## config.mk

```make
export PLATFORM = sky130hd
export DESIGN_NAME = base64_line_wrapped_encoder_top
export DESIGN_NICKNAME = d
export VERILOG_FILES = /design/src/hdl/b64lw_pkg.sv /design/src/hdl/b64lw_ser.sv /design/src/hdl/base64_line_wrapped_encoder_top.sv
export SDC_FILE = /design/constraint.sdc
export NUM_CORES = 1
export LEC_CHECK = 0
export BUFFER_PORTS_ARGS = -buffer_cell sky130_fd_sc_hd__buf_2
export CAP_MARGIN = 20
export CORE_MARGIN = 4
export CORE_UTILIZATION = 60
export DETAILED_ROUTE_END_ITERATION = 6
export GPL_TIMING_DRIVEN = 1
export PLACE_DENSITY_LB_ADDON = 0.15
export SYNTH_ARGS = -nofsm -noshare
export SYNTH_HDL_FRONTEND = slang
export SYNTH_HIERARCHICAL = 1
export SYNTH_SLANG_ARGS = --single-unit
```

## constraint.sdc

```tcl
create_clock -name i_clk -period 5.7 [get_ports i_clk]
set_input_delay 0.285 -clock i_clk [delete_from_list [all_inputs] [get_ports i_clk]]
set_output_delay 0.285 -clock i_clk [all_outputs]
set_load 0.03 [all_outputs]
```

## src/hdl/b64lw_pkg.sv

```systemverilog
// Package for the line-wrapped base64 encoder.
// Holds the character constants, the character-group type and the digit lookup.
// Depends on nothing; every other file of the block imports it.
package b64lw_pkg;

    localparam logic [7:0] NEWLINE_CHAR = 8'h0A;
    localparam logic [7:0] PAD_CHAR     = 8'h3D;
    localparam logic [7:0] LIMIT_RESET  = 8'd80;
    localparam logic [7:0] GROUP_WIDTH  = 8'd4;
    localparam int         MAX_CHARS    = 5;

    localparam logic KIND_DATA = 1'b0;
    localparam logic KIND_END  = 1'b1;

    // Up to five characters for one word, the first in chars[0].
    typedef struct packed {
        logic [2:0]                     cnt;
        logic [MAX_CHARS-1:0][7:0]      chars;
    } t_grp;

    // Maps a six-bit value to its base64 alphabet character.
    function automatic logic [7:0] sextet_char(input logic [5:0] v);
        logic [7:0] v8;
        logic [7:0] ch;
        v8 = {2'b00, v};
        if (v8 < 8'd26) begin
            ch = 8'h41 + v8;
        end else if (v8 < 8'd52) begin
            ch = 8'h61 + (v8 - 8'd26);
        end else if (v8 < 8'd62) begin
            ch = 8'h30 + (v8 - 8'd52);
        end else if (v8 == 8'd62) begin
            ch = 8'h2B;
        end else begin
            ch = 8'h2F;
        end
        return ch;
    endfunction

endpackage

```

## src/hdl/b64lw_ser.sv

```systemverilog
// Output buffer of the line-wrapped base64 encoder: holds one group of
// characters and shifts them out one per cycle while not stalled. Depends on b64lw_pkg.
module b64lw_ser
    import b64lw_pkg::*;
(
    input  logic       i_clk,
    input  logic       i_rst_n,
    input  logic       i_load,
    input  t_grp       i_grp,
    output logic       o_free,
    output logic       o_valid,
    input  logic       i_stall,
    output logic [7:0] o_out_char,
    output logic       o_last
);

    logic [MAX_CHARS-1:0][7:0] r_chars;
    logic [MAX_CHARS-1:0][7:0] n_chars;
    logic [2:0]                r_rem;
    logic [2:0]                n_rem;
    logic                      out_acc;

    assign out_acc    = (r_rem != 3'd0) && !i_stall;
    assign o_free     = (r_rem == 3'd0) || ((r_rem == 3'd1) && !i_stall);
    assign o_valid    = (r_rem != 3'd0);
    assign o_last     = (r_rem == 3'd1);
    assign o_out_char = r_chars[0];

    always_comb begin
        n_chars = r_chars;
        n_rem   = r_rem;
        if (i_load) begin
            n_chars = i_grp.chars;
            n_rem   = i_grp.cnt;
        end else if (out_acc) begin
            n_chars = {8'h00, r_chars[MAX_CHARS-1:1]};
            n_rem   = r_rem - 3'd1;
        end
    end

    always_ff @(posedge i_clk) begin
        if (!i_rst_n) begin
            r_rem <= 3'd0;
        end else begin
            r_rem <= n_rem;
        end
    end

    always_ff @(posedge i_clk) begin
        r_chars <= n_chars;
    end

endmodule

```

## src/hdl/base64_line_wrapped_encoder_top.sv

```systemverilog
// Line-wrapped base64 encoder, top level. Depends on b64lw_pkg and b64lw_ser.
// A word that completes a group shows its first character in the next cycle.
// Throughput: one input word per cycle while no group is waiting; the output gives one
// character per cycle unless stalled, so a group of four or five characters sets the pace.
// Reset (synchronous, active low) clears the held count, column count and the output
// buffer, and sets the line limit to 80.
module base64_line_wrapped_encoder_top
    import b64lw_pkg::*;
(
    input  logic       i_clk,
    input  logic       i_rst_n,
    input  logic       i_cfg_wr_en,
    input  logic [7:0] i_cfg_wr_data,
    input  logic       i_in_valid,
    output logic       o_in_stall,
    input  logic       i_kind,
    input  logic [7:0] i_data_byte,
    output logic       o_out_valid,
    input  logic       i_out_stall,
    output logic [7:0] o_out_char,
    output logic       o_last
);

    // Configuration and encoder state.
    logic [7:0] r_limit;
    logic [7:0] r_held0;
    logic [7:0] r_held1;
    logic [1:0] r_held_cnt;
    logic [7:0] r_col;
    logic [1:0] n_held_cnt;
    logic [7:0] n_col;

    logic       in_acc;
    logic       zero_res;
    logic       ser_free;
    logic       ser_load;
    logic       held_two;
    logic [7:0] b0;
    logic [7:0] b1;
    logic [7:0] b2;
    logic [1:0] n_bytes;
    logic [8:0] sum;
    logic       wrap;
    logic [7:0] c0;
    logic [7:0] c1;
    logic [7:0] c2;
    logic [7:0] c3;
    t_grp       grp;

    assign held_two = (r_held_cnt >= 2'd2);

    // A word that yields no character never touches the output buffer, so it is
    // taken even while a previous group is still draining.
    assign zero_res = (i_kind == KIND_DATA) ? !held_two
                                            : ((r_held_cnt == 2'd0) && (r_col == 8'd0));
    assign o_in_stall = !(ser_free || zero_res);
    assign in_acc     = i_in_valid && !o_in_stall;
    assign ser_load   = in_acc && !zero_res;

    // Group bytes: a data word completes a full group of three; an end word
    // flushes the one or two held bytes with zeros behind them.
    assign b0      = r_held0;
    assign b1      = held_two ? r_held1 : 8'h00;
    assign b2      = (i_kind == KIND_DATA) ? i_data_byte : 8'h00;
    assign n_bytes = (i_kind == KIND_DATA) ? 2'd3 : r_held_cnt;

    assign c0 = sextet_char(b0[7:2]);
    assign c1 = sextet_char({b0[1:0], b1[7:4]});
    assign c2 = (n_bytes >= 2'd2) ? sextet_char({b1[3:0], b2[7:6]}) : PAD_CHAR;
    assign c3 = (n_bytes == 2'd3) ? sextet_char(b2[5:0]) : PAD_CHAR;

    // The column sum is kept one bit wider so that it never wraps before the compare.
    assign sum  = {1'b0, r_col} + {1'b0, GROUP_WIDTH};
    // An end word always finishes its line: either the limit is reached, or the
    // column is nonzero after the group and the final newline is due anyway.
    assign wrap = (i_kind == KIND_END) || (sum >= {1'b0, r_limit});

    always_comb begin
        if ((i_kind == KIND_END) && (r_held_cnt == 2'd0)) begin
            grp.cnt   = 3'd1;
            grp.chars = {8'h00, 8'h00, 8'h00, 8'h00, NEWLINE_CHAR};
        end else begin
            grp.cnt   = wrap ? 3'd5 : 3'd4;
            grp.chars = {NEWLINE_CHAR, c3, c2, c1, c0};
        end
    end

    // Next state of the held count and the column count.
    always_comb begin
        n_held_cnt = r_held_cnt;
        n_col      = r_col;
        if (i_kind == KIND_END) begin
            n_held_cnt = 2'd0;
            n_col      = 8'd0;
        end else if (held_two) begin
            n_held_cnt = 2'd0;
            n_col      = wrap ? 8'd0 : sum[7:0];
        end else begin
            n_held_cnt = r_held_cnt + 2'd1;
        end
    end

    always_ff @(posedge i_clk) begin
        if (!i_rst_n) begin
            r_limit    <= LIMIT_RESET;
            r_held_cnt <= 2'd0;
            r_col      <= 8'd0;
        end else begin
            if (i_cfg_wr_en) begin
                r_limit <= i_cfg_wr_data;
            end
            if (in_acc) begin
                r_held_cnt <= n_held_cnt;
                r_col      <= n_col;
            end
        end
    end

    // Held bytes are read only under the held count, so they need no reset.
    always_ff @(posedge i_clk) begin
        if (in_acc && (i_kind == KIND_DATA) && !held_two) begin
            if (r_held_cnt[0]) begin
                r_held1 <= i_data_byte;
            end else begin
                r_held0 <= i_data_byte;
            end
        end
    end

    b64lw_ser u_ser (
        .i_clk      (i_clk),
        .i_rst_n    (i_rst_n),
        .i_load     (ser_load),
        .i_grp      (grp),
        .o_free     (ser_free),
        .o_valid    (o_out_valid),
        .i_stall    (i_out_stall),
        .o_out_char (o_out_char),
        .o_last     (o_last)
    );

endmodule
```

==> metrics <==
global routing usage on met2=about two fifths; fmax=around 300 MHz; CTS tree=yes; vias in the first global route=around 4,300; worst min-delay path class=input pin to flop; Lkg Pwr=2.44 nW; FF/Latch Area=~2100 sq um; Hold Fails Final Rpt=0; Synth area leaders=edfxtp_1, ha_1, dfxtp_1; initial antenna violation count=0; Rel. slew slack=between 30% and 40%; worst setup path class=flop to flop; FF+latch count, synth=between 70 and 80; fillers=788; post-placement cell count=between 700 and 800; Worst-Margin Slew=1.01 ns; Crit Path Max Fanout=43; critical path required time=between 5 and 6 ns; drt wl/cell=between 15 and 20 microns; die width=roughly 110 microns; Site Rows=35; asr flop ratio synth=0%; met1 Resource Use GR=26.3%; total CTS buffers=9; drt drc=0; Area growth, synth to finish=5.79%; Most used DFF post-synth=edfxtp_1; fin. max-slew vios=0; core area=around 9300 sq um; Post-Syn Instances=approximately 600; register area share after synthesis=between 30% and 40%; most used routing layer=met2; Via density=slightly below 6; PwrDens=238 nW/um^2; crit end category=flop; # diodes=0; Buffers on Ports=32; most common cell in the netlist=nand2_1; DRC marker count from the first detailed-route iteration=~360; status=complete, no violations; Cell Area, Synth=about 5700 sq um; layout cells sized above 1=between 10% and 20%; first-pass GRT wire length=between 20,000 and 25,000 microns; met3 usage=approximately 3.6%; CTS Buffer Depth=2; Worst EP arrival=approximately 3.4 ns; Avg Cell Area, Syn=roughly 9.4 sq um; post_cts resized=0; largest net degree at the start of global routing=between 40 and 50; DPL Wire Length=approximately 9000 microns; CTS sink count=75; H-tree levels=3; ANT nets after route=0; Skew-Pair Late Insertion Delay=0.36 ns; min cycle time layout=3.33 ns; Max IR drop VDD=between 0.00015 and 0.0002 V; Final Skew=about 0.021 ns; Final Instance Count excl. Fillers=756; Die Area=between 10,000 and 15,000 sq um; GR Util All Layers=22.5%; unique cell type count in the Yosys netlist=68; final setup fails=0; setup_tns=0 ns; Post-synth EDFFs=56; Worst-path clk slew=0.09 ns; die height=106 microns; period utilization=58.5%; GPL Wtd Cong=0.982; first-pass iteration count of the detailed router=5; I/O Pins=33; GRT overflow=0; Starting Density=roughly three fifths; Root Buffer=clkbuf_8; Synth top area share=29.3%; RSZ-0062 raised after global routing=false; type of origin of the critical path=flop; final WL=between 10,000 and 15,000 microns; nets@finish=690; post-synth top area cell=edfxtp_1; yosys warns=6; Post-synth top cells=nand2_1, edfxtp_1, ha_1; Post-CTS Repair Setup Buffers=0; CTS Hold Bufs=0; Design Power=~0.0014 W; via count=about 4,400; Min Hold Slack=between 0.15 and 0.2 ns; area of the multi-input gates=roughly 3300 sq um; max cap viols=0
[kinds of logic after synthesis]
family,Yosys count,synth area share [%]
adders and majority gates,46,10.0
DFF,75,35.9
AOI/OAI and AO/OA,129,14.6
xor gates and xnor gates,46,7.01
and+or+nand+nor,194,17.8
muxes,42,8.01
buffers and inverters,79,6.66
other,1,0.0653
[critical path, cell delays in order (launching register included)]
cell and delay, ns:
dfxtp_1 0.93, nor2_1 0.26, or3b_1 0.61, nor2_4 0.13
buf_4 0.43, inv_1 0.21, o21ai_4 0.19, buf_12 0.26
[report_power, final]
group / leakage (nW) / switching, W / internal (W)
clock network: 0.0925 / 0.000218 / 0.000166
logic: 1.66 / 0.000211 / 0.000144
registers: 0.688 / 0.0000296 / 0.000680
[metal layers]
metal / vias up / routed length (microns)
met1: 2107 / 4990
li1: 2177 / -
met4: 0 / 688
met3: 43 / 387
met5: - / 0
met2: 119 / 6010
[cell type report]
class / count / area share (%)
tap: 129 / 2.65
clock inverter: 7 / 0.967
timing repair buffer: 34 / 3.09
multi-input combinational: 464 / 55.0
sequential: 75 / 33.9
inverter: 38 / 2.35
clock buffer: 9 / 2.04
[path summary, 6_finish.rpt]
check	startpoint	to	slack, ns	cells after the start
min	i_cfg_wr_data[6]	r_limit[6]	0.15	3
max	r_held_cnt[1]	u_ser/r_chars[14]	2.37	7
max reg2reg	r_held_cnt[1]	u_ser/r_chars[14]	2.37	7
min reg2reg	r_limit[6]	r_limit[6]	0.50	2
[state kept, by name, summed over array words and instances (netlist names)]
name              flops
u_ser/r_rem           3
b0                    8
u_ser/o_out_char      8
u_ser/r_chars        32
r_limit               8
r_held_cnt            2
r_col                 6
r_held1               8
[layout by cell type (no fill, tap or decap), types with 3 or more instances in the layout]
cell,Yosys,routed
nand2_1,58,58
edfxtp_1,56,56
ha_1,46,46
nor2_1,38,37
inv_1,36,36
o21ai_0,36,35
buf_2,11,32
mux2_2,32,32
xnor2_1,24,24
a21oi_1,24,24
xor2_1,22,22
dfxtp_1,19,19
nand3_1,15,15
a211oi_1,15,15
nor2b_1,14,14
and2_1,14,14
a31oi_1,10,10
o211ai_1,10,10
mux2i_1,10,10
nor3_1,9,9
clkbuf_8,0,9
nand2b_1,7,7
nand4_1,7,7
conb_1,1,7
and3_1,5,5
o21a_1,5,5
or3_1,4,4
nor3b_1,4,4
a32oi_1,3,3
nor3_2,3,3
inv_6,0,3
[per-stage QoR]
stage               cell area (sq um)  util (%)  setup slack (ns)
global route                     6080      65.5              2.10
global placement                 5880      63.3              2.38
finish                           6080      65.5              2.37
detailed placement               5880      63.3              2.29
CTS                              6060      65.3              2.28
floorplan                        5770         -              1.64
Note: power is estimated with default switching activity, not from simulation.
